### src/rtl/core/bvtc_pkg.sv
// shared constants and register indexes for the battery voltage core
package bvtc_pkg;

  localparam int ADC_W      = 12;
  localparam int GAIN_W     = 18;
  localparam int PT_W       = 10;
  localparam int CAL_W      = 60;
  localparam int MV_W       = 14;
  localparam int PT_SCALE   = 10;
  localparam int MV_MAX     = 16383;
  localparam int AVG_SHIFT  = 16;
  localparam int CFG_IDX_W  = 2;

  localparam int DIV_NUM_W  = 28;
  localparam int DIV_DEN_W  = 14;
  localparam int DIV_CNT_W  = $clog2(DIV_NUM_W);

  localparam logic [CFG_IDX_W-1:0] REG_DIVIDER_GAIN = 2'd0;
  localparam logic [CFG_IDX_W-1:0] REG_CAL_MEASURED = 2'd1;
  localparam logic [CFG_IDX_W-1:0] REG_CAL_ACTUAL   = 2'd2;

  localparam logic [GAIN_W-1:0] GAIN_RST     = 18'd132000;
  localparam logic [CAL_W-1:0]  MEASURED_RST = 60'd867702266203220440;
  localparam logic [CAL_W-1:0]  ACTUAL_RST   = 60'd845195286833306100;

endpackage

### src/rtl/core/bvtc_div.sv
// iterative restoring divider, one quotient bit per cycle
module bvtc_div (
  input  logic                           clk_i,
  input  logic                           rst_ni,
  input  logic                           start_i,
  input  logic [bvtc_pkg::DIV_NUM_W-1:0] num_i,
  input  logic [bvtc_pkg::DIV_DEN_W-1:0] den_i,
  output logic                           done_o,
  output logic [bvtc_pkg::DIV_NUM_W-1:0] quot_o
);

  localparam int NW = bvtc_pkg::DIV_NUM_W;
  localparam int DW = bvtc_pkg::DIV_DEN_W;
  localparam int CW = bvtc_pkg::DIV_CNT_W;

  logic          busy_q, done_q;
  logic [CW-1:0] cnt_q;
  logic [DW-1:0] rem_q, den_q;
  logic [NW-1:0] nq_q;
  logic [DW:0]   shifted;
  logic          fits;

  assign shifted = {rem_q, nq_q[NW-1]};
  assign fits    = shifted >= {1'b0, den_q};

  always_ff @(posedge clk_i or negedge rst_ni) begin
    if (!rst_ni) begin
      busy_q <= 1'b0;
      done_q <= 1'b0;
      cnt_q  <= '0;
    end else begin
      done_q <= 1'b0;
      if (start_i) begin
        busy_q <= 1'b1;
        cnt_q  <= '0;
      end else if (busy_q) begin
        cnt_q <= cnt_q + 1'b1;
        if (cnt_q == CW'(NW - 1)) begin
          busy_q <= 1'b0;
          done_q <= 1'b1;
        end
      end
    end
  end

  always_ff @(posedge clk_i) begin
    if (start_i) begin
      rem_q <= '0;
      den_q <= den_i;
      nq_q  <= num_i;
    end else if (busy_q) begin
      rem_q <= fits ? DW'(shifted - {1'b0, den_q}) : shifted[DW-1:0];
      nq_q  <= {nq_q[NW-2:0], fits};
    end
  end

  assign done_o = done_q;
  assign quot_o = nq_q;

endmodule

### src/rtl/core/battery_voltage_trimmed_calibrated_core.sv
// battery voltage core: trimmed burst mean, gain scaling and piecewise-linear calibration
//
// input channel: in_valid_i / in_ready_o with one adc_sample_i per item.
// zero samples are skipped; a burst closes on SAMPLES nonzero samples or
// MAX_ATTEMPTS items, empty slots counting as zero.
// an item that does not close a burst leaves the core idle and gives no result.
// an item that closes a burst starts the arithmetic sequence: trim, one multiply,
// one reciprocal multiply for the divide by SAMPLES-2, segment select, one multiply,
// one 28-step divide, fixup.
// a reading that needs no calibration divide skips the calibration multiply and the
// divide, going from segment select straight to fixup.
// in_ready_o is low during the sequence.
// output channel: out_valid_o / out_ready_i with voltage_mv_o, good_samples_o,
// short_burst_o held in an output register; samples of the next burst are taken
// while a result waits, and a closing burst holds in its last step until the
// output register is free. cfg_we_i writes cfg_wdata_i to register cfg_idx_i;
// the user must write only while idle, as the core does not check its state.
// reset clears the burst, empties the output and loads default calibration.
module battery_voltage_trimmed_calibrated_core #(
  parameter int SAMPLES      = 5,
  parameter int MAX_ATTEMPTS = 100,
  parameter int CAL_POINTS   = 6
) (
  input  logic                           clk_i,
  input  logic                           rst_ni,
  input  logic                           in_valid_i,
  output logic                           in_ready_o,
  input  logic [bvtc_pkg::ADC_W-1:0]     adc_sample_i,
  output logic                           out_valid_o,
  input  logic                           out_ready_i,
  output logic [bvtc_pkg::MV_W-1:0]      voltage_mv_o,
  output logic [2:0]                     good_samples_o,
  output logic                           short_burst_o,
  input  logic                           cfg_we_i,
  input  logic [bvtc_pkg::CFG_IDX_W-1:0] cfg_idx_i,
  input  logic [bvtc_pkg::CAL_W-1:0]     cfg_wdata_i
);

  localparam int ADC_W  = bvtc_pkg::ADC_W;
  localparam int MV_W   = bvtc_pkg::MV_W;
  localparam int PT_W   = bvtc_pkg::PT_W;
  localparam int GAIN_W = bvtc_pkg::GAIN_W;
  localparam int NW     = bvtc_pkg::DIV_NUM_W;
  localparam int DW     = bvtc_pkg::DIV_DEN_W;
  localparam int CNT_W  = ($clog2(SAMPLES + 1) > 3) ? $clog2(SAMPLES + 1) : 3;
  localparam int ATT_W  = $clog2(MAX_ATTEMPTS + 1);
  localparam int SUM_W  = $clog2(SAMPLES * 4095 + 1);
  localparam int PROD_W = SUM_W + GAIN_W;
  localparam int LAST   = CAL_POINTS - 1;

  // divide by SAMPLES-2 as a multiply by a rounded-up reciprocal
  localparam int AVG_DIV = SAMPLES - 2;
  localparam int X_W     = PROD_W - bvtc_pkg::AVG_SHIFT;
  localparam int REC_SH  = X_W + 4;
  localparam int REC_W   = REC_SH + 1;
  localparam int MA_W    = (X_W > SUM_W) ? X_W : SUM_W;
  localparam int MB_W    = (REC_W > GAIN_W) ? REC_W : GAIN_W;
  localparam int MP_W    = MA_W + MB_W;
  localparam logic [REC_W-1:0] AVG_REC = REC_W'(((1 << REC_SH) + AVG_DIV - 1) / AVG_DIV);

  typedef enum logic [9:0] {
    ST_IDLE    = 10'b0000000001,
    ST_TRIM    = 10'b0000000010,
    ST_MUL_AVG = 10'b0000000100,
    ST_MUL_REC = 10'b0000001000,
    ST_LD_AVG  = 10'b0000010000,
    ST_SEG     = 10'b0000100000,
    ST_MUL_CAL = 10'b0001000000,
    ST_LD_CAL  = 10'b0010000000,
    ST_DIV_CAL = 10'b0100000000,
    ST_FIX     = 10'b1000000000
  } state_e;

  typedef enum logic [1:0] {
    K_DIRECT,
    K_SCALE,
    K_ADD,
    K_SUB
  } cal_kind_e;

  state_e state_q, state_d;

  logic [GAIN_W-1:0]              gain_q;
  logic [bvtc_pkg::CAL_W-1:0]     meas_q, act_q;

  logic [CNT_W-1:0] good_q, good_nx;
  logic [ATT_W-1:0] att_q, att_nx;
  logic [SUM_W-1:0] sum_q, mid_q;
  logic [ADC_W-1:0] min_q, max_q;
  logic             short_q;
  logic [2:0]       gout_q;

  logic             in_acc, fill, close;

  logic [MA_W-1:0]   op_a;
  logic [MB_W-1:0]   op_b;
  logic [MP_W-1:0]   prod_q;

  logic              div_start, div_done;
  logic [NW-1:0]     div_num, quot;
  logic [DW-1:0]     div_den;

  logic [MV_W-1:0]   mv_q;
  logic [MV_W-1:0]   m_pt [CAL_POINTS];
  logic [MV_W-1:0]   a_pt [CAL_POINTS];

  cal_kind_e         kind_q, kind_d;
  logic [MV_W-1:0]   base_q, base_d, mula_q, mula_d, mulb_q, mulb_d, den_q, den_d;
  logic              found;
  logic [MV_W-1:0]   mi, mn, ai, an;

  logic [NW:0]       fix_r;
  logic [MV_W-1:0]   fix_sat;
  logic              out_load;

  logic              out_valid_q;
  logic [MV_W-1:0]   mv_out_q;
  logic [2:0]        good_out_q;
  logic              short_out_q;

  // configuration
  always_ff @(posedge clk_i or negedge rst_ni) begin
    if (!rst_ni) begin
      gain_q <= bvtc_pkg::GAIN_RST;
      meas_q <= bvtc_pkg::MEASURED_RST;
      act_q  <= bvtc_pkg::ACTUAL_RST;
    end else if (cfg_we_i) begin
      unique case (cfg_idx_i)
        bvtc_pkg::REG_DIVIDER_GAIN: gain_q <= cfg_wdata_i[GAIN_W-1:0];
        bvtc_pkg::REG_CAL_MEASURED: meas_q <= cfg_wdata_i;
        bvtc_pkg::REG_CAL_ACTUAL:   act_q  <= cfg_wdata_i;
        default: ;
      endcase
    end
  end

  // burst gathering
  assign in_ready_o = (state_q == ST_IDLE);
  assign in_acc     = in_valid_i && in_ready_o;
  assign fill       = (adc_sample_i != '0) && (good_q < CNT_W'(SAMPLES));
  assign good_nx    = good_q + CNT_W'(fill);
  assign att_nx     = att_q + 1'b1;
  assign close      = (good_nx == CNT_W'(SAMPLES)) || (att_nx == ATT_W'(MAX_ATTEMPTS));

  always_ff @(posedge clk_i or negedge rst_ni) begin
    if (!rst_ni) begin
      good_q <= '0;
      att_q  <= '0;
      sum_q  <= '0;
      min_q  <= '1;
      max_q  <= '0;
    end else if (in_acc) begin
      good_q <= good_nx;
      att_q  <= att_nx;
      if (fill) begin
        sum_q <= sum_q + SUM_W'(adc_sample_i);
        if (adc_sample_i < min_q) begin
          min_q <= adc_sample_i;
        end
        if (adc_sample_i > max_q) begin
          max_q <= adc_sample_i;
        end
      end
    end else if (state_q == ST_TRIM) begin
      good_q <= '0;
      att_q  <= '0;
      sum_q  <= '0;
      min_q  <= '1;
      max_q  <= '0;
    end
  end

  always_ff @(posedge clk_i) begin
    if (in_acc && close) begin
      short_q <= (good_nx != CNT_W'(SAMPLES));
      gout_q  <= good_nx[2:0];
    end
    if (state_q == ST_TRIM) begin
      mid_q <= sum_q - (short_q ? SUM_W'(0) : SUM_W'(min_q)) - SUM_W'(max_q);
    end
  end

  // shared multiplier
  always_comb begin
    if (state_q == ST_MUL_AVG) begin
      op_a = MA_W'(mid_q);
      op_b = MB_W'(gain_q);
    end else if (state_q == ST_MUL_REC) begin
      op_a = MA_W'(prod_q[PROD_W-1:bvtc_pkg::AVG_SHIFT]);
      op_b = MB_W'(AVG_REC);
    end else begin
      op_a = MA_W'(mula_q);
      op_b = MB_W'(mulb_q);
    end
  end

  always_ff @(posedge clk_i) begin
    if (state_q == ST_MUL_AVG || state_q == ST_MUL_REC || state_q == ST_MUL_CAL) begin
      prod_q <= MP_W'(op_a) * MP_W'(op_b);
    end
  end

  // serial divider for the calibration divide
  assign div_start = (state_q == ST_LD_CAL);
  assign div_num   = prod_q[NW-1:0];
  assign div_den   = den_q;

  bvtc_div u_div (
    .clk_i   (clk_i),
    .rst_ni  (rst_ni),
    .start_i (div_start),
    .num_i   (div_num),
    .den_i   (div_den),
    .done_o  (div_done),
    .quot_o  (quot)
  );

  always_ff @(posedge clk_i) begin
    if (state_q == ST_LD_AVG) begin
      mv_q <= prod_q[REC_SH +: MV_W];
    end
  end

  // calibration segment select
  always_comb begin
    for (int k = 0; k < CAL_POINTS; k++) begin
      m_pt[k] = MV_W'(meas_q[PT_W*k +: PT_W]) * MV_W'(bvtc_pkg::PT_SCALE);
      a_pt[k] = MV_W'(act_q[PT_W*k +: PT_W]) * MV_W'(bvtc_pkg::PT_SCALE);
    end
  end

  always_comb begin
    found = 1'b0;
    mi    = m_pt[0];
    mn    = m_pt[1];
    ai    = a_pt[0];
    an    = a_pt[1];
    for (int i = 0; i < LAST; i++) begin
      if (!found && m_pt[i+1] > mv_q) begin
        found = 1'b1;
        mi    = m_pt[i];
        mn    = m_pt[i+1];
        ai    = a_pt[i];
        an    = a_pt[i+1];
      end
    end
  end

  always_comb begin
    kind_d = K_DIRECT;
    base_d = a_pt[LAST];
    mula_d = mv_q;
    mulb_d = a_pt[0];
    den_d  = m_pt[0];
    priority if (mv_q < m_pt[0]) begin
      kind_d = K_SCALE;
    end else if (mv_q > m_pt[LAST]) begin
      if (m_pt[LAST] == '0) begin
        base_d = mv_q;
      end else begin
        kind_d = K_SCALE;
        mulb_d = a_pt[LAST];
        den_d  = m_pt[LAST];
      end
    end else if (found) begin
      base_d = ai;
      mula_d = mv_q - mi;
      den_d  = mn - mi;
      if (an >= ai) begin
        kind_d = K_ADD;
        mulb_d = an - ai;
      end else begin
        kind_d = K_SUB;
        mulb_d = ai - an;
      end
    end else begin
      kind_d = K_DIRECT;
    end
  end

  always_ff @(posedge clk_i) begin
    if (state_q == ST_SEG) begin
      kind_q <= kind_d;
      base_q <= base_d;
      mula_q <= mula_d;
      mulb_q <= mulb_d;
      den_q  <= den_d;
    end
  end

  // final fixup and saturation
  always_comb begin
    unique case (kind_q)
      K_DIRECT: fix_r = (NW+1)'(base_q);
      K_SCALE:  fix_r = (NW+1)'(quot);
      K_ADD:    fix_r = (NW+1)'(base_q) + (NW+1)'(quot);
      K_SUB:    fix_r = (quot > NW'(base_q)) ? '0 : (NW+1)'(base_q) - (NW+1)'(quot);
      default:  fix_r = '0;
    endcase
    fix_sat = (fix_r > (NW+1)'(bvtc_pkg::MV_MAX)) ? MV_W'(bvtc_pkg::MV_MAX) : fix_r[MV_W-1:0];
  end

  assign out_load = (state_q == ST_FIX) && (!out_valid_q || out_ready_i);

  // sequencer
  always_comb begin
    state_d = state_q;
    unique case (state_q)
      ST_IDLE:    if (in_acc && close) state_d = ST_TRIM;
      ST_TRIM:    state_d = ST_MUL_AVG;
      ST_MUL_AVG: state_d = ST_MUL_REC;
      ST_MUL_REC: state_d = ST_LD_AVG;
      ST_LD_AVG:  state_d = ST_SEG;
      ST_SEG:     state_d = (kind_d == K_DIRECT) ? ST_FIX : ST_MUL_CAL;
      ST_MUL_CAL: state_d = ST_LD_CAL;
      ST_LD_CAL:  state_d = ST_DIV_CAL;
      ST_DIV_CAL: if (div_done) state_d = ST_FIX;
      ST_FIX:     if (out_load) state_d = ST_IDLE;
      default:    state_d = ST_IDLE;
    endcase
  end

  always_ff @(posedge clk_i or negedge rst_ni) begin
    if (!rst_ni) begin
      state_q <= ST_IDLE;
    end else begin
      state_q <= state_d;
    end
  end

  // output register
  always_ff @(posedge clk_i or negedge rst_ni) begin
    if (!rst_ni) begin
      out_valid_q <= 1'b0;
    end else if (out_load) begin
      out_valid_q <= 1'b1;
    end else if (out_ready_i) begin
      out_valid_q <= 1'b0;
    end
  end

  always_ff @(posedge clk_i) begin
    if (out_load) begin
      mv_out_q    <= fix_sat;
      good_out_q  <= gout_q;
      short_out_q <= short_q;
    end
  end

  assign out_valid_o    = out_valid_q;
  assign voltage_mv_o   = mv_out_q;
  assign good_samples_o = good_out_q;
  assign short_burst_o  = short_out_q;

endmodule
### config.mk
export PLATFORM = sky130hd
export DESIGN_NAME = battery_voltage_trimmed_calibrated_core
export DESIGN_NICKNAME = d
export VERILOG_FILES = /design/src/rtl/core/bvtc_pkg.sv /design/src/rtl/core/bvtc_div.sv /design/src/rtl/core/battery_voltage_trimmed_calibrated_core.sv
export SDC_FILE = /design/constraint.sdc
export NUM_CORES = 2
export LEC_CHECK = 0
export BUFFER_PORTS_ARGS = -buffer_cell sky130_fd_sc_hd__buf_4
export CAP_MARGIN = 10
export CORE_MARGIN = 10
export CORE_UTILIZATION = 49
export CTS_CLUSTER_SIZE = 30
export DETAILED_ROUTE_END_ITERATION = 8
export SLEW_MARGIN = 0
export SYNTH_ARGS = -nofsm -noshare
export SYNTH_HDL_FRONTEND = slang
export SYNTH_SLANG_ARGS = --single-unit
### constraint.sdc
create_clock -name clk_i -period 9.9 [get_ports clk_i]
set_input_delay 0.495 -clock clk_i [delete_from_list [all_inputs] [get_ports clk_i]]
set_output_delay 0.495 -clock clk_i [all_outputs]
set_load 0.02 [all_outputs]
Yosys cells after proc, flatten, opt, wreduce, memory -nomap -nowiden
Index checks and enable logic that the tools add are counted.
Widths: inputs -> output; s select.
- register bits: 405
- input port bits: 79
- output and inout port bits: 20
- logic and storage cells: 211
- $add $sub $neg: 13
- multiply operators: 13
- order comparisons: 14
- equal/unequal tests: 25
- multiplexer cells: 82
- reduce and logical (&&, ||, !) cells: 32
- operator list (kind ; count):
    $mux 14 ; 33
    $mul 10x3->13 const B ; 12
    $pmux 29 s4 ; 1
    $mux 12 ; 9
    $pmux 10 s10 ; 1
    $gt 14x14->1 ; 6
    $sub 14x14->14 ; 5
    $mux 28 ; 2
    $mux 15 ; 3
    $mux 10 ; 4
    $mux 20 ; 2
    $mul 17x20->35 ; 1
    $mux 17 ; 2
    $sub 15x12->15 ; 2
    $add 14x28->29 ; 1
    $gt 29x14->1 const B ; 1
    $mux 29 ; 1
    $sub 14x28->29 ; 1
    $gt 28x14->1 ; 1
    $add 15x12->15 ; 1
    $ge 15x14->1 ; 1
    $mux 1 ; 15
    $ge 14x14->1 ; 1
    $logic_not 14->1 ; 1
    other kinds (37) ; 72

Depth between registers and ports, before layout
- depth in word-level cells: 23
- gate-level depth with buffers: 37
- gate-level depth less buffers: 35

Cells and area by module
Synthesis repeated with hierarchy kept, for this count alone.
- cell total of the unflattened synthesis: 4481
- area total of the unflattened synthesis: 41962.7 um^2
- by module, submodules not included (module ; instances ; cells each ; area an instance (um^2) ; seq. area each (um^2)):
    battery_voltage_trimmed_calibrated_core ; 1 ; 4187 ; 38534.5 ; 9313.9
    bvtc_div ; 1 ; 294 ; 3428.3 ; 1716.6

Worst setup path before layout
No wires, ideal clock.
- path type: register to register
- start point: register state_q[5]
- end point: register prod_q[32] (data pin)
- arrival time: 8.340 ns
- setup slack: 1.425 ns
- stages on the path, launching flop included: 33
- cells stage by stage: dfrtp_1 clkbuf_1 nor4_1 nand3_1 or3b_2 buf_2 inv_1 clkbuf_1 and2_1 a21oi_1 a21oi_1 buf_2 nand2_1 fa_1 inv_1 fa_1 fa_1 inv_1 fa_1 inv_1 fa_1 fa_1 ha_1 a21o_1 a21o_1 a21oi_1 o21ai_0 a21o_1 o21ai_0 o311ai_0 a221o_1 or4_1 nand3_1
- cells in the longest elaborated chain, start to end: 4
- elaborated cells between the ends (all ways): 7
- those cells by class: mul (1); eq/ne (2); mux (4)
- ends and longest elaborated chain (what ; RTL line ; source):
    start, declared ; battery_voltage_trimmed_calibrated_core.sv:81 ; state_e state_q, state_d;
    start signal, assigned ; battery_voltage_trimmed_calibrated_core.sv:327 ; state_q <= state_d;
    $eq 10x4->1 ; battery_voltage_trimmed_calibrated_core.sv:188 ; end else if (state_q == ST_MUL_REC) begin
    $mux 17 or $mux 20 (tied branches) ; battery_voltage_trimmed_calibrated_core.sv:188 ;
    $mux 17 or $mux 20 (tied branches) ; battery_voltage_trimmed_calibrated_core.sv:185 ; if (state_q == ST_MUL_AVG) begin
    $mul 17x20->35 (*) ; battery_voltage_trimmed_calibrated_core.sv:199 ; prod_q <= MP_W'(op_a) * MP_W'(op_b);
    end signal, assigned ; battery_voltage_trimmed_calibrated_core.sv:199 ;
    end, declared ; battery_voltage_trimmed_calibrated_core.sv:97 ; logic [MP_W-1:0] prod_q;
Every way passes the cells marked *; elsewhere a longest branch is shown, timed or not.
A chain may end at the register's enable or synchronous reset.

Worst setup path after layout
- start point: register state_q[8]
- end point: register prod_q[32] (data pin)
Same word-level chain as after synthesis.

==> run metrics <==
outcome finished clean; die extent in x 313 µm; Synth warnings 0; Reg area 11,000 µm²; Inst Count DP 5,683; final setup TNS 0 ns; syn avg cell area 9.28 µm²; CTS tree built; master of the slowest instance on the critical path or3b_2; met3 WL 9180 µm; Worst setup endpoint prod_q[32]; RSZ-0062 raised after global routing no; Worst setup SP type flop; FP Rows 107; DR WL met2 57,100 µm; # IOs 99; number of flops mapped to enable cells by yosys 183; Total GRT Usage 25.6%; initial antenna violation count 4; Critical Path Stages 28; FMAX 109 MHz; Max Cap Viol 0; commonest non-fill, non-tap cell in the layout inv_1; vias 33,700; layout cells sized above 1 11.0%; final worst path period need 9.21 ns; CP endpoint kind flop; Post-Synthesis Cell Area 42,100 µm²; Peak VDD IR 0.000370 V; critical setup path kind flop to flop; Max Root-Sink Buffers 3; Final GP Congestion 0.970; sequential share of the synthesized area 26.1%; Distinct cells, synth 97; WL/cell 22.1 µm; vias per cell 5.83; root buf cell clkbuf_16; Post-DRT Antenna Nets 0; initial detailed-routing violation count 3,010; Initial Util 49.4%; r2r setup slk 0.69 ns; Setup WS post-layout 0.686 ns; highest metal used met5; H-tree depth 2; Filler cells 7,808; critical path's top delay family adder cells; pin count of the biggest net entering global routing 77; Reg2Reg Capture Point prod_q[32]; non-filler cells, final 5,776; clock sink total 402; FF-to-FF Start state_q[8]; CP startpoint state_q[8]; clock transition at the registers of the reported paths 0.06 ns; crit-path most repeated cell fa_1; Post-synth ARST share 51.0%; Area Growth Syn to Fin 9.11%; WP buf/inv 5; HPWL after detailed placement 102,000 µm; Post-Place Worst Slack 0.658 ns; clock insertion delay at the later pin of the skew report 0.61 ns; vias in the first global route 32,700; TritonRoute pass-1 iters 8; Metal-1 WL 57,000 µm; CP required 10.38 ns; Synth Instances 4,542; routed wire length 127,000 µm; IO Port Bufs 98; GRT Residual Overflow 0; CTS buffer count 48; actual slew at the worst max-slew pin 1.16 ns; final hold slack 0.108 ns; Nets 5,475; Final Cycle Share 93.1%; commonest non-fill, non-tap cells in the layout inv_1 (532), ha_1 (522), nand2_1 (440), nor2_1 (316), fa_1 (284); core area 85,300 µm²; die height 313 µm; area of the multi-input gates 28,600 µm²; clock skew 0.0293 ns; die area 98,100 µm²; Hold Vio Cnt, Final 0; post-CTS setup buffer count 0; Critical Path Max Stage Delay 0.69 ns; CP max FO 19; Primary FF master, synth edfxtp_1; first-pass GRT wire length 196,000 µm; residual DRC count 0; R2R cell count 28; # setup viols final 0; PD cells 343 nW/µm²; worst path arrival time 9.69 ns; Pleak 21.4 nW; synthesized flop and latch total 402; Min-Delay Path Class primary input to flop; Slew headroom 22.0%; Final Max Tran Viols 0
-- where the power goes --
group / leakage, nW / internal, mW / total (mW) / switching, mW
clock network: 0.851 / 1.21 / 2.00 / 0.797
logic: 16.4 / 4.52 / 11.3 / 6.79
registers: 4.14 / 2.22 / 2.47 / 0.249
-- repair_timing --
item / in CTS / in global routing
setup endpoints to repair: 0 / 1
resized for setup: 0 / 1
hold buffers: 1 / 0
hold endpoints to repair: 36 / 0
-- state kept, by name, summed over array words and instances (netlist names), 13 cells and up --
signal and flops:
act_q 60, meas_q 60, prod_q 35, u_div.quot_o 28, gain_q 18, mid_q 15, sum_q 15, base_q 14
mula_q 14, mv_q 14, u_div.rem_q 14, voltage_mv_o 14, den_q 13, mulb_q 13, u_div.den_q 13
-- through the flow --
step / power (mW) / instance area (µm²) / utilization (%)
6_report: 15.8 / 46000 / 53.9
2_1_floorplan: 10.4 / 42200 / -
3_3_place_gp: 13.5 / 44200 / 51.8
5_1_grt: 16.9 / 46000 / 53.9
4_1_cts: 15.5 / 46000 / 53.9
3_5_place_dp: 13.4 / 44200 / 51.8
-- cells in the mapped netlist (all sizes together), types with 41 or more instances --
cell	n	area, µm²
a211oi	50	375
a21o	110	826
a21oi	268	1340
buf	41	196
clkbuf	130	488
dfrtp	129	3230
dfstp	76	2000
edfxtp	183	5500
fa	284	5690
ha	522	6530
inv	534	2000
mux2	147	1660
mux2i	60	601
nand2	440	1650
nand2b	54	338
nand3	66	335
nor2	318	1200
nor2b	50	313
nor3	65	325
o21ai	240	1210
xnor2	122	1070
xor2	62	543
-- kinds of logic after synthesis --
kind of cell               count (synthesis)  synth area share (%)
adders and majority gates                806                  29.0
other                                      2                0.0178
xor gates and xnor gates                 184                  3.82
and+or+nand+nor                         1179                  12.9
AOI/OAI and AO/OA                       1054                  16.4
DFF                                      402                  26.1
buffers and inverters                    708                  6.41
muxes                                    207                  5.35
-- cell type report --
type,count,area share [%]
antenna,2,0.0109
clock buffer,57,2.89
timing repair buffer,155,2.58
sequential,402,23.9
inverter,537,4.38
clock inverter,33,0.996
multi-input combinational,3446,62.1
tap,1144,3.11
-- layer usage --
layer	vias to the layer above	GRT usage [%]
met5	-	0
met4	4	7.73
met3	198	4.11
met2	1185	40.2
met1	16300	35.9
li1	15900	-
-- how the worst min path moves through the flow --
| stage | start | endpoint | slack [ns] | depth (start not counted) |
|---|---|---|---|---|
| 2_1_floorplan | rst_ni | act_q[0] | 0.20 | 0 |
| 4_1_cts | out_ready_i | out_valid_o | 0.07 | 2 |
| 3_3_place_gp | gout_q[0] | good_samples_o[0] | 0.40 | 0 |
| 5_1_grt | out_ready_i | out_valid_o | 0.09 | 2 |
| 3_5_place_dp | den_q[2] | u_div.den_q[2] | 0.40 | 0 |
| 6_report | out_ready_i | out_valid_o | 0.11 | 2 |
(Power assumes the default switching activity.)
